## config.mk

```make
export PLATFORM = sky130hd
export DESIGN_NAME = magic_length_frame_deframer_top
export DESIGN_NICKNAME = d
export VERILOG_FILES = /design/src/hdl/mlfd_pkg.sv /design/src/hdl/mlfd_cfg_regs.sv /design/src/hdl/mlfd_parser.sv /design/src/hdl/mlfd_out_buf.sv /design/src/hdl/magic_length_frame_deframer_top.sv
export SDC_FILE = /design/constraint.sdc
export NUM_CORES = 1
export LEC_CHECK = 0
export BUFFER_PORTS_ARGS = -buffer_cell sky130_fd_sc_hd__clkbuf_2
export CAP_MARGIN = 30
export CORE_MARGIN = 10
export CORE_UTILIZATION = 42
export CTS_BUF_LIST = sky130_fd_sc_hd__clkbuf_4 sky130_fd_sc_hd__clkbuf_8
export DETAILED_ROUTE_END_ITERATION = 6
export GPL_TIMING_DRIVEN = 0
export SYNTH_ARGS = -nofsm -noshare
export SYNTH_HDL_FRONTEND = slang
export SYNTH_HIERARCHICAL = 1
export SYNTH_SLANG_ARGS = --single-unit
export TNS_END_PERCENT = 10
```

## constraint.sdc

```tcl
create_clock -name aclk -period 3.5 [get_ports aclk]
set_input_delay 0.7 -clock aclk [delete_from_list [all_inputs] [get_ports aclk]]
set_output_delay 0.7 -clock aclk [all_outputs]
set_load 0.02 [all_outputs]
```

## src/hdl/mlfd_pkg.sv

```systemverilog
// Shared types and constants for the magic/length frame deframer.
`timescale 1ns / 1ps

package mlfd_pkg;

    // Width of the id/payload byte counter.
    localparam int LENGTH_BITS = 16;

    localparam int CFG_INDEX_W = 2;
    localparam int CFG_DATA_W  = 32;

    typedef enum logic [CFG_INDEX_W-1:0] {
        REG_MAGIC_WORD   = 2'd0,
        REG_MAX_ID_LEN   = 2'd1,
        REG_MAX_PAY_LEN  = 2'd2
    } reg_index_t;

    localparam logic [31:0] MAGIC_WORD_RST  = 32'h0000_0000;
    localparam logic [7:0]  MAX_ID_LEN_RST  = 8'hFF;
    localparam logic [15:0] MAX_PAY_LEN_RST = 16'hFFFF;

    typedef enum logic [2:0] {
        PH_MAGIC   = 3'd0,
        PH_VERSION = 3'd1,
        PH_IDLEN   = 3'd2,
        PH_ID      = 3'd3,
        PH_LEN     = 3'd4,
        PH_PAYLOAD = 3'd5,
        PH_CLOSED  = 3'd6
    } phase_t;

    typedef enum logic [2:0] {
        K_HEADER   = 3'd0,
        K_ID       = 3'd1,
        K_PAYLOAD  = 3'd2,
        K_BADMAGIC = 3'd3,
        K_BADID    = 3'd4,
        K_TOOLONG  = 3'd5,
        K_CLOSED   = 3'd6
    } kind_t;

    typedef struct packed {
        logic [31:0] magic_word;
        logic [7:0]  max_id_length;
        logic [15:0] max_payload_length;
    } cfg_t;

    typedef struct packed {
        kind_t       kind;
        logic [7:0]  value;
        logic        last;
    } res_t;

endpackage

```

## src/hdl/mlfd_cfg_regs.sv

```systemverilog
// Configuration register file for the deframer.
`timescale 1ns / 1ps

module mlfd_cfg_regs (
    input  logic                              aclk,
    input  logic                              aresetn,
    input  logic                              cfg_valid,
    output logic                              cfg_ready,
    input  logic [mlfd_pkg::CFG_INDEX_W-1:0]  cfg_index,
    input  logic [mlfd_pkg::CFG_DATA_W-1:0]   cfg_data,
    output mlfd_pkg::cfg_t                    cfg
);

    mlfd_pkg::cfg_t cfg_reg;
    mlfd_pkg::cfg_t cfg_next;

    assign cfg_ready = 1'b1;
    assign cfg       = cfg_reg;

    always_comb begin
        cfg_next = cfg_reg;
        if (cfg_valid) begin
            case (cfg_index)
                mlfd_pkg::REG_MAGIC_WORD:  cfg_next.magic_word         = cfg_data[31:0];
                mlfd_pkg::REG_MAX_ID_LEN:  cfg_next.max_id_length      = cfg_data[7:0];
                mlfd_pkg::REG_MAX_PAY_LEN: cfg_next.max_payload_length = cfg_data[15:0];
                default: ;  // unmapped index: drop the write
            endcase
        end
    end

    always_ff @(posedge aclk) begin
        if (!aresetn) begin
            cfg_reg.magic_word         <= mlfd_pkg::MAGIC_WORD_RST;
            cfg_reg.max_id_length      <= mlfd_pkg::MAX_ID_LEN_RST;
            cfg_reg.max_payload_length <= mlfd_pkg::MAX_PAY_LEN_RST;
        end else begin
            cfg_reg <= cfg_next;
        end
    end

endmodule

```

## src/hdl/mlfd_parser.sv

```systemverilog
// Frame phase tracker: classifies each accepted byte and advances the frame state.
`timescale 1ns / 1ps

module mlfd_parser (
    input  logic            aclk,
    input  logic            aresetn,
    input  logic            in_fire,
    input  logic [7:0]      in_byte,
    input  mlfd_pkg::cfg_t  cfg,
    output mlfd_pkg::res_t  res
);

    localparam int LB = mlfd_pkg::LENGTH_BITS;

    mlfd_pkg::phase_t phase_reg, phase_next;
    logic [1:0]       hdr_idx_reg, hdr_idx_next;
    logic [23:0]      asm_reg, asm_next;
    logic [LB-1:0]    rem_reg, rem_next;

    logic [31:0] full_word;
    logic        word_done;
    logic        rem_last;
    logic        bad_id;
    logic        too_long;
    logic        bad_magic;

    assign full_word = {asm_reg, in_byte};
    assign word_done = (hdr_idx_reg == 2'd3);
    assign rem_last  = (rem_reg <= LB'(1));
    assign bad_id    = (in_byte == 8'd0) || (in_byte > cfg.max_id_length);
    assign bad_magic = (full_word != cfg.magic_word);
    // Too long for the register, or not representable in the counter.
    assign too_long  = (full_word > 32'(cfg.max_payload_length))
                    || ((full_word >> LB) != 32'd0);

    // Next state
    always_comb begin
        phase_next   = phase_reg;
        hdr_idx_next = hdr_idx_reg;
        asm_next     = asm_reg;
        rem_next     = rem_reg;
        if (in_fire) begin
            if ((phase_reg == mlfd_pkg::PH_MAGIC) || (phase_reg == mlfd_pkg::PH_LEN)) begin
                if (word_done) begin
                    hdr_idx_next = 2'd0;
                    asm_next     = 24'd0;
                end else begin
                    hdr_idx_next = hdr_idx_reg + 2'd1;
                    asm_next     = {asm_reg[15:0], in_byte};
                end
            end
            case (phase_reg)
                mlfd_pkg::PH_MAGIC: begin
                    if (word_done) begin
                        phase_next = bad_magic ? mlfd_pkg::PH_CLOSED : mlfd_pkg::PH_VERSION;
                    end
                end
                mlfd_pkg::PH_VERSION: begin
                    phase_next = mlfd_pkg::PH_IDLEN;
                end
                mlfd_pkg::PH_IDLEN: begin
                    if (bad_id) begin
                        phase_next = mlfd_pkg::PH_CLOSED;
                    end else begin
                        rem_next   = LB'(in_byte);
                        phase_next = mlfd_pkg::PH_ID;
                    end
                end
                mlfd_pkg::PH_ID: begin
                    if (rem_last) begin
                        rem_next   = '0;
                        phase_next = mlfd_pkg::PH_LEN;
                    end else begin
                        rem_next = rem_reg - LB'(1);
                    end
                end
                mlfd_pkg::PH_LEN: begin
                    if (word_done) begin
                        if (too_long) begin
                            phase_next = mlfd_pkg::PH_CLOSED;
                        end else if (full_word == 32'd0) begin
                            phase_next = mlfd_pkg::PH_MAGIC;
                        end else begin
                            rem_next   = full_word[LB-1:0];
                            phase_next = mlfd_pkg::PH_PAYLOAD;
                        end
                    end
                end
                mlfd_pkg::PH_PAYLOAD: begin
                    if (rem_last) begin
                        rem_next   = '0;
                        phase_next = mlfd_pkg::PH_MAGIC;
                    end else begin
                        rem_next = rem_reg - LB'(1);
                    end
                end
                default: begin
                    phase_next = mlfd_pkg::PH_CLOSED;
                end
            endcase
        end
    end

    // Result for the byte currently presented
    always_comb begin
        res.value = in_byte;
        res.kind  = mlfd_pkg::K_HEADER;
        res.last  = 1'b0;
        case (phase_reg)
            mlfd_pkg::PH_MAGIC: begin
                if (word_done && bad_magic) res.kind = mlfd_pkg::K_BADMAGIC;
            end
            mlfd_pkg::PH_VERSION: ;
            mlfd_pkg::PH_IDLEN: begin
                if (bad_id) res.kind = mlfd_pkg::K_BADID;
            end
            mlfd_pkg::PH_ID: begin
                res.kind = mlfd_pkg::K_ID;
                res.last = rem_last;
            end
            mlfd_pkg::PH_LEN: begin
                if (word_done && too_long) res.kind = mlfd_pkg::K_TOOLONG;
            end
            mlfd_pkg::PH_PAYLOAD: begin
                res.kind = mlfd_pkg::K_PAYLOAD;
                res.last = rem_last;
            end
            default: begin
                res.kind = mlfd_pkg::K_CLOSED;
            end
        endcase
    end

    always_ff @(posedge aclk) begin
        if (!aresetn) begin
            phase_reg   <= mlfd_pkg::PH_MAGIC;
            hdr_idx_reg <= 2'd0;
            asm_reg     <= 24'd0;
            rem_reg     <= '0;
        end else begin
            phase_reg   <= phase_next;
            hdr_idx_reg <= hdr_idx_next;
            asm_reg     <= asm_next;
            rem_reg     <= rem_next;
        end
    end

`ifndef SYNTH
    // Closed is sticky until reset.
    a_closed_sticky: assert property (@(posedge aclk) disable iff (!aresetn)
        (phase_reg == mlfd_pkg::PH_CLOSED) |=> (phase_reg == mlfd_pkg::PH_CLOSED))
        else $error("closed state left without reset");

    // Any reported error must close the stream.
    a_error_closes: assert property (@(posedge aclk) disable iff (!aresetn)
        (in_fire && ((res.kind == mlfd_pkg::K_BADMAGIC) || (res.kind == mlfd_pkg::K_BADID)
                     || (res.kind == mlfd_pkg::K_TOOLONG)))
        |=> (phase_reg == mlfd_pkg::PH_CLOSED))
        else $error("error reported without closing");

    // Counted fields never sit with a zero count.
    a_count_live: assert property (@(posedge aclk) disable iff (!aresetn)
        ((phase_reg == mlfd_pkg::PH_ID) || (phase_reg == mlfd_pkg::PH_PAYLOAD))
        |-> (rem_reg != '0))
        else $error("id/payload phase with zero bytes remaining");

    // Word assembly index is clear outside the 4-byte header words.
    a_idx_clear: assert property (@(posedge aclk) disable iff (!aresetn)
        !((phase_reg == mlfd_pkg::PH_MAGIC) || (phase_reg == mlfd_pkg::PH_LEN))
        |-> (hdr_idx_reg == 2'd0))
        else $error("header byte index left non-zero");
`endif

endmodule

```

## src/hdl/mlfd_out_buf.sv

```systemverilog
// Output register with a skid stage so the input side never waits on m_tready directly.
`timescale 1ns / 1ps

module mlfd_out_buf (
    input  logic            aclk,
    input  logic            aresetn,
    input  logic            in_fire,
    input  mlfd_pkg::res_t  in_res,
    output logic            in_ready,
    output logic            out_valid,
    input  logic            out_ready,
    output mlfd_pkg::res_t  out_res
);

    mlfd_pkg::res_t main_reg, main_next;
    mlfd_pkg::res_t skid_reg, skid_next;
    logic           main_valid_reg, main_valid_next;
    logic           skid_valid_reg, skid_valid_next;

    assign in_ready  = !skid_valid_reg;
    assign out_valid = main_valid_reg;
    assign out_res   = main_reg;

    always_comb begin
        main_next       = main_reg;
        skid_next       = skid_reg;
        main_valid_next = main_valid_reg;
        skid_valid_next = skid_valid_reg;
        if (out_ready || !main_valid_reg) begin
            // Main slot drains: refill from skid first, then from the input.
            if (skid_valid_reg) begin
                main_next       = skid_reg;
                main_valid_next = 1'b1;
                skid_valid_next = 1'b0;
            end else if (in_fire) begin
                main_next       = in_res;
                main_valid_next = 1'b1;
            end else begin
                main_valid_next = 1'b0;
            end
        end else if (in_fire) begin
            // Main slot stalled: park the beat.
            skid_next       = in_res;
            skid_valid_next = 1'b1;
        end
    end

    always_ff @(posedge aclk) begin
        main_reg <= main_next;
        skid_reg <= skid_next;
        if (!aresetn) begin
            main_valid_reg <= 1'b0;
            skid_valid_reg <= 1'b0;
        end else begin
            main_valid_reg <= main_valid_next;
            skid_valid_reg <= skid_valid_next;
        end
    end

endmodule

```

## src/hdl/magic_length_frame_deframer_top.sv

```systemverilog
// An accepted byte's tag is registered in the main register, or in the skid while m_* stalls.
// One byte per cycle unless the skid is full; phase update and compares feed the result register.
// A two-entry output stage (main register plus skid) keeps s_tready independent of m_tready.
// Reset (aresetn low, synchronous): frame state returns to expecting the magic word, output
// stage empties, and the configuration registers return to magic 0, max id 255, max payload 65535.
`timescale 1ns / 1ps

module magic_length_frame_deframer_top (
    input  logic                              aclk,
    input  logic                              aresetn,

    // Received byte stream
    input  logic                              s_tvalid,
    output logic                              s_tready,
    input  logic [7:0]                        s_tdata,   // [7:0] data_byte

    // Tagged byte stream
    output logic                              m_tvalid,
    input  logic                              m_tready,
    output logic [7:0]                        m_tdata,   // [7:0] value
    output logic [2:0]                        m_tuser,   // [2:0] kind
    output logic                              m_tlast,   // last id / payload byte

    // Configuration writes: index 0 magic_word, 1 max_id_length, 2 max_payload_length
    input  logic                              cfg_valid,
    output logic                              cfg_ready,
    input  logic [mlfd_pkg::CFG_INDEX_W-1:0]  cfg_index,
    input  logic [mlfd_pkg::CFG_DATA_W-1:0]   cfg_data
);

    mlfd_pkg::cfg_t cfg;
    mlfd_pkg::res_t parse_res;
    mlfd_pkg::res_t out_res;
    logic           in_fire;

    // A beat moves when the skid slot is free.
    assign in_fire = s_tvalid && s_tready;

    mlfd_cfg_regs u_cfg (
        .aclk      (aclk),
        .aresetn   (aresetn),
        .cfg_valid (cfg_valid),
        .cfg_ready (cfg_ready),
        .cfg_index (cfg_index),
        .cfg_data  (cfg_data),
        .cfg       (cfg)
    );

    // Classify the incoming byte and advance the frame phase on each accepted beat.
    mlfd_parser u_parser (
        .aclk    (aclk),
        .aresetn (aresetn),
        .in_fire (in_fire),
        .in_byte (s_tdata),
        .cfg     (cfg),
        .res     (parse_res)
    );

    // Hold results until the downstream side takes them.
    mlfd_out_buf u_out (
        .aclk      (aclk),
        .aresetn   (aresetn),
        .in_fire   (in_fire),
        .in_res    (parse_res),
        .in_ready  (s_tready),
        .out_valid (m_tvalid),
        .out_ready (m_tready),
        .out_res   (out_res)
    );

    assign m_tdata = out_res.value;
    assign m_tuser = out_res.kind;
    assign m_tlast = out_res.last;

endmodule

```

After elaboration in Yosys (flattened, before gate mapping)
Index checks and enable logic that the tools add are counted.
Storage, ports and cells
  register bits: 127
  bits in latches: 0
  memory bits (writable): 0
  ROM bits: 0
  bits of input ports: 47
  output and inout bits: 15
  word-level logic and storage cells: 90
  memories kept: 0
Cells by class
  add/sub/neg operators: 2
  multiply operators: 0
  divide/modulo/power cells: 0
  $lt $le $gt $ge: 3
  eq/ne operators: 16
  shifts and indexed selects: 0
  multiplexer cells: 26
  bitwise operators: 2
  reductions and logical operators: 26
Operator list (count)
  $mux W16: 5
  $pmux W16 S3: 1
  $pmux W3 S6: 2
  $gt A32 B16 Y1: 1
  $logic_not A32 Y1: 1
  $ne A32 B32 Y1: 1
  $reduce_bool A32 Y1: 1
  $mux W3: 10
  $mux W12: 2
  $mux W24: 1
  $le A16 B1 Y1 const B: 1
  $sub A16 B1 Y16 const B: 1
  $reduce_and A2 Y1: 6
  $gt A8 B8 Y1: 1
  $logic_not A8 Y1: 1
  $ne A2 B1 Y1 const B: 4
  $eq A3 B2 Y1 const B: 2
  $eq A3 B3 Y1 const B: 2
  $ne A2 B2 Y1 const B: 3
  $reduce_and A6 Y1: 1
  $reduce_and A5 Y1: 1
  $eq A2 B2 Y1 const B: 2
  $logic_or A1 B1 Y1: 4
  $mux W2: 2
  other kinds (12): 19

Logic depth before layout (Yosys ltp)
  word-level depth: 7
  gate-level depth with buffers: 12
  gate-level depth less buffers: 9

Modules after synthesis
The synthesis kept the hierarchy.
Modules (own cells, without submodules)
  mlfd_parser: times used 1, cells each 470, area an instance 3641.0 µm², seq. area each 900.9 µm²
  mlfd_cfg_regs: times used 1, cells each 243, area an instance 2398.6 µm², seq. area each 1121.1 µm²
  mlfd_out_buf: times used 1, cells each 47, area an instance 998.5 µm², seq. area each 760.7 µm²
  magic_length_frame_deframer_top: times used 1, cells each 1, area an instance 6.3 µm², seq. area each 0.0 µm²

Least setup slack after synthesis
OpenSTA, ideal clock, no wires.
  path kind: input to register
  start: in s_tdata[6]
  end: reg u_parser.rem_reg[10]
  arrival: 2847 ps
  required time: 3415 ps
  path slack: 568 ps
  cell stages on the path: 11
  buffers on the path: 3
  path through: ha_1 > and4_1 > nand3_1 > nor4_1 > a31oi_1 > or4_1 > buf_6 > and2_4 > buf_6 > buf_12 > o31ai_2
Between the ends
  cells in the longest elaborated chain, start to end: 4
  elaborated cells on any way between the ends: 10
  those cells by class: 2 x order compare; 3 x eq/ne; 5 x reduce/logical
RTL lines
  start: declaration: line magic_length_frame_deframer_top.sv:15  | input logic [7:0] s_tdata,
  $gt A32 B16 Y1 (tied with other cells): line mlfd_parser.sv:33  | assign too_long = (full_word > 32'(cfg.max_payload_length))
  $logic_or A1 B1 Y1, on equally long branches: line mlfd_parser.sv:34, mlfd_parser.sv:30
  $ne A2 B2 Y1 (no source line)
  $reduce_and A6 Y1 (no source line) (*)
  end signal: assignment: line mlfd_parser.sv:144  | rem_reg <= rem_next;
  end: declaration: line mlfd_parser.sv:18  | logic [LB-1:0] rem_reg, rem_next;
Mark *: on every way between the ends. The rest lies on a longest branch, timed or not.
A chain may end at the register's enable or synchronous reset.

Worst setup path in the final report
  start: reg u_parser.asm_reg[6]
  end: reg u_parser.rem_reg[4]
Between the ends
  cells in the longest elaborated chain, start to end: 4
  elaborated cells on any way between the ends: 6
  those cells by class: 1 x order compare; 2 x eq/ne; 3 x reduce/logical
RTL lines
  start: declaration: line mlfd_parser.sv:17  | logic [23:0] asm_reg, asm_next;
  start signal: assignment: line mlfd_parser.sv:143  | asm_reg <= asm_next;
  $gt A32 B16 Y1: line mlfd_parser.sv:33
  $logic_or A1 B1 Y1: line mlfd_parser.sv:34  | || ((full_word >> LB) != 32'd0);
  $ne A2 B2 Y1 (no source line)
  $reduce_and A6 Y1 (no source line) (*)
Marks and branches as above.

==> metrics.yaml <==
placement:
  post-place-ws_ns: -0.0151
  dp.cells: 1041
  numPortBuffers: 60
  dp_hpwl_microns: 13600
  place_area_sq_um: 7620
  gp_congestion: 0.930
pwr:
  fin_total_pwr_mw: 3.29
  p_clk_share_pct: 39.3
  ir_worst_vdd_mv: 0.236
  power_frac_comb_pct: 12.5
  powerDensity_nw_per_um2: 411
  seq_power_share_pct: 48.2
  switching_power_uw: 908
  p_leak_nw: 3.29
  p_int_mw: 2.39
  switching_share_pct: 27.6
clock_network:
  insertion_delay_ns: 0.46
  cts_root_buffer: "clkbuf_8"
  cts.sinks: 127
  htreeDepth: 4
  cts_tree: "done"
  path_clk_slew_ns: 0.08
  numCtsBuffers: 17
  cts.path.max_buffers: 2
detailed_routing:
  first_pass_iters: 5
  drt-initial-drc-count: 392
  viasPerCell: 5.25
  drt_wl_total_microns: 18400
  final_antenna_net_count: 0
  vias: 5630
  wire_per_inst_microns: 17.1
  drcViolationCount: 0
timing:
  drv_slew: 0
  finClkSkew_ns: 0.0102
  setup_slack_ns: 0.186
  timing.slew.headroom_pct: 36.0
  finalHoldViolations: 0
  tns_ns: 0
  setup_viol: 0
  tightestPinTransition_ns: 0.951
  rsz0062_at_grt: "false"
  finalCriticalPeriod_ns: 3.31
  fin_crit_sh_pct: 94.7
  whs_ns: 0.461
  fmax_mhz: 302
cells_and_area:
  nNetsFinal: 914
  antenna-diode-count: 0
  design_area_sq_um: 8020
  fin_cells: 1073
  regArea_sq_um: 2790
  multi_input_area_sq_um: 3640
  syn2layout_area_growth_pct: 13.9
  finish.utilization_pct: 48.6
  layout-drive-gt1-share_pct: 19.0
  fill_cells: 1636
  largest_reg_flops: 56
run_status:
  outcome: "completed"
grt:
  grt.total_usage_pct: 17.0
  grt_start_max_net_pins: 17
  antenna_found_initial: 0
  grt_pass1_vias: 5604
  grt-ovfl-total: 0
  grt_pass1_wl_microns: 29800
yosys:
  synthCells: 761
  synth-main-ff-cell: "dfxtp_1"
  ys_ff_latch: 127
  synth_fp_nets: 835
  synth-async-reset-ratio_pct: 0
  synth-edff-count: 24
  syn_area_per_cell_sq_um: 9.26
  ys_types: 68
  syn_area_sq_um: 7040
  synth_warnings: 6
  ys_seq_area_share_pct: 39.5
  netlist_top_cells_area: "dfxtp_1 (29%), edfxtp_1 (10%), mux2i_1 (6.8%)"
  yosysTopAreaCellShare_pct: 29.3
  synth_area_leader_cell: "dfxtp_1"
setup_path:
  crit_path_start: "u_parser/asm_reg[6]"
  crit_path_end_kind: "flip-flop"
  critPathLaunchType: "flip-flop"
  crit_arrival_ns: 3.69
  r2r_start: "u_parser/asm_reg[6]"
  reg2reg_depth: 11
  crit_path_max_fanout: 10
  critical_path_class: "flip-flop to flip-flop"
  critPathRequiredTime_ns: 3.88
flow_run:
  cap_violations: 0
die:
  fp.dieW_microns: 150
  die_h_microns: 150
  core_area_sq_um: 16500
  die_area_sq_um: 22400
  rows: 47
  io_pins: 62
  start_util_pct: 42.6
worst_hold_path:
  hp-start: "cfg_data[25]"
  hold_class: "primary input to flip-flop"
  worstHoldPathCells: 3
## cells in the mapped netlist (5+ instances only)
cell and n:
buf_6 10, mux2i_1 48, buf_4 13, clkbuf_1 20, nor3_1 7, buf_12 5, nor2_1 50, nor3b_1 23
nand4b_1 8, nor4_1 17, o32ai_1 6, edfxtp_1 24, xnor2_1 35, nand3_1 6, nand2_1 100, a21oi_1 54
a31oi_1 5, o211ai_1 10, inv_1 39, nand2b_1 5, o21ai_0 17, mux2_4 8, nand4_1 15, nor2b_1 28
ha_1 27, dfxtp_1 103
## critical path: stages, from the launching register on
cell and delay [ns]:
dfxtp_1 0.58, ha_1 0.32, o21ai_0 0.14, o21bai_1 0.11, a2111oi_2 0.40, a31oi_1 0.29
or4_1 0.60, buf_6 0.16, and2_4 0.15, buf_6 0.13, buf_12 0.15, a211oi_2 0.20
## area by class of cell
type,count,share of cell area [%]
Sequential cell,127,34.7
Multi-Input combinational cell,535,45.3
Inverter,39,1.82
Timing Repair Buffer,60,3.74
Clock inverter,13,1.73
Tap cell,220,3.43
Clock buffer,19,3.26
Buffer,60,5.94
## cell families (layout without fill, tap and decap cells)
logic type | after synthesis | in the layout | share of synthesized area [%]
AND/OR/NAND/NOR | 281 | 281 | 20.9
flip-flops | 127 | 127 | 39.5
buffers and inverters | 99 | 191 | 8.85
XOR/XNOR | 37 | 37 | 4.60
adder cells (fa/ha/maj) | 27 | 27 | 4.80
AO/OA/AOI/OAI | 129 | 129 | 12.1
multiplexers | 60 | 60 | 9.17
other | 1 | 1 | 0.0532
## layer usage
layer	track usage [%]	vias up	wire, microns
li1	-	2825	-
met1	22.0	2630	8760
met2	26.6	149	8210
met3	4.44	26	1050
met4	6.33	0	380
met5	0	-	0
## cells in the final DEF (no fill, tap or decap), types with 10 or more instances in the layout
cell type,n
o21ai_0,17
o211ai_1,10
edfxtp_1,24
nor4_1,17
dfxtp_1,100
clkbuf_2,60
clkbuf_1,20
xnor2_1,35
clkbuf_8,21
nor3b_1,23
buf_4,13
nor2_1,50
buf_6,10
a21oi_1,54
mux2i_1,48
inv_1,39
ha_1,27
nor2b_1,28
nand2_1,100
nand4_1,15
## what timing repair did
item                       CTS  global route
setup endpoints to repair    0            16
hold buffers                 0             0
resized for setup            0             3
buffers inserted             0             0
## power groups by stage
stage               logic [mW]  clock network (mW)  registers [mW]
CTS                      0.411                1.33            1.59
global placement         0.406                   0            1.62
detailed placement       0.409                   0            1.62
global route             0.455                1.39            1.59
finish                   0.411                1.29            1.59
floorplan                0.270                   0            1.62
## path summary, 6_finish.rpt
| check | slack (ns) | endpoint |
|---|---|---|
| hold / removal | 0.46 | u_cfg/cfg[49] |
| setup reg to reg | 0.19 | u_parser/rem_reg[4] |
| setup / recovery | 0.19 | u_parser/rem_reg[4] |
| hold reg to reg | 0.47 | u_parser/hdr_idx_reg[1] |
No activity file was read; power rests on OpenSTA's default activity.
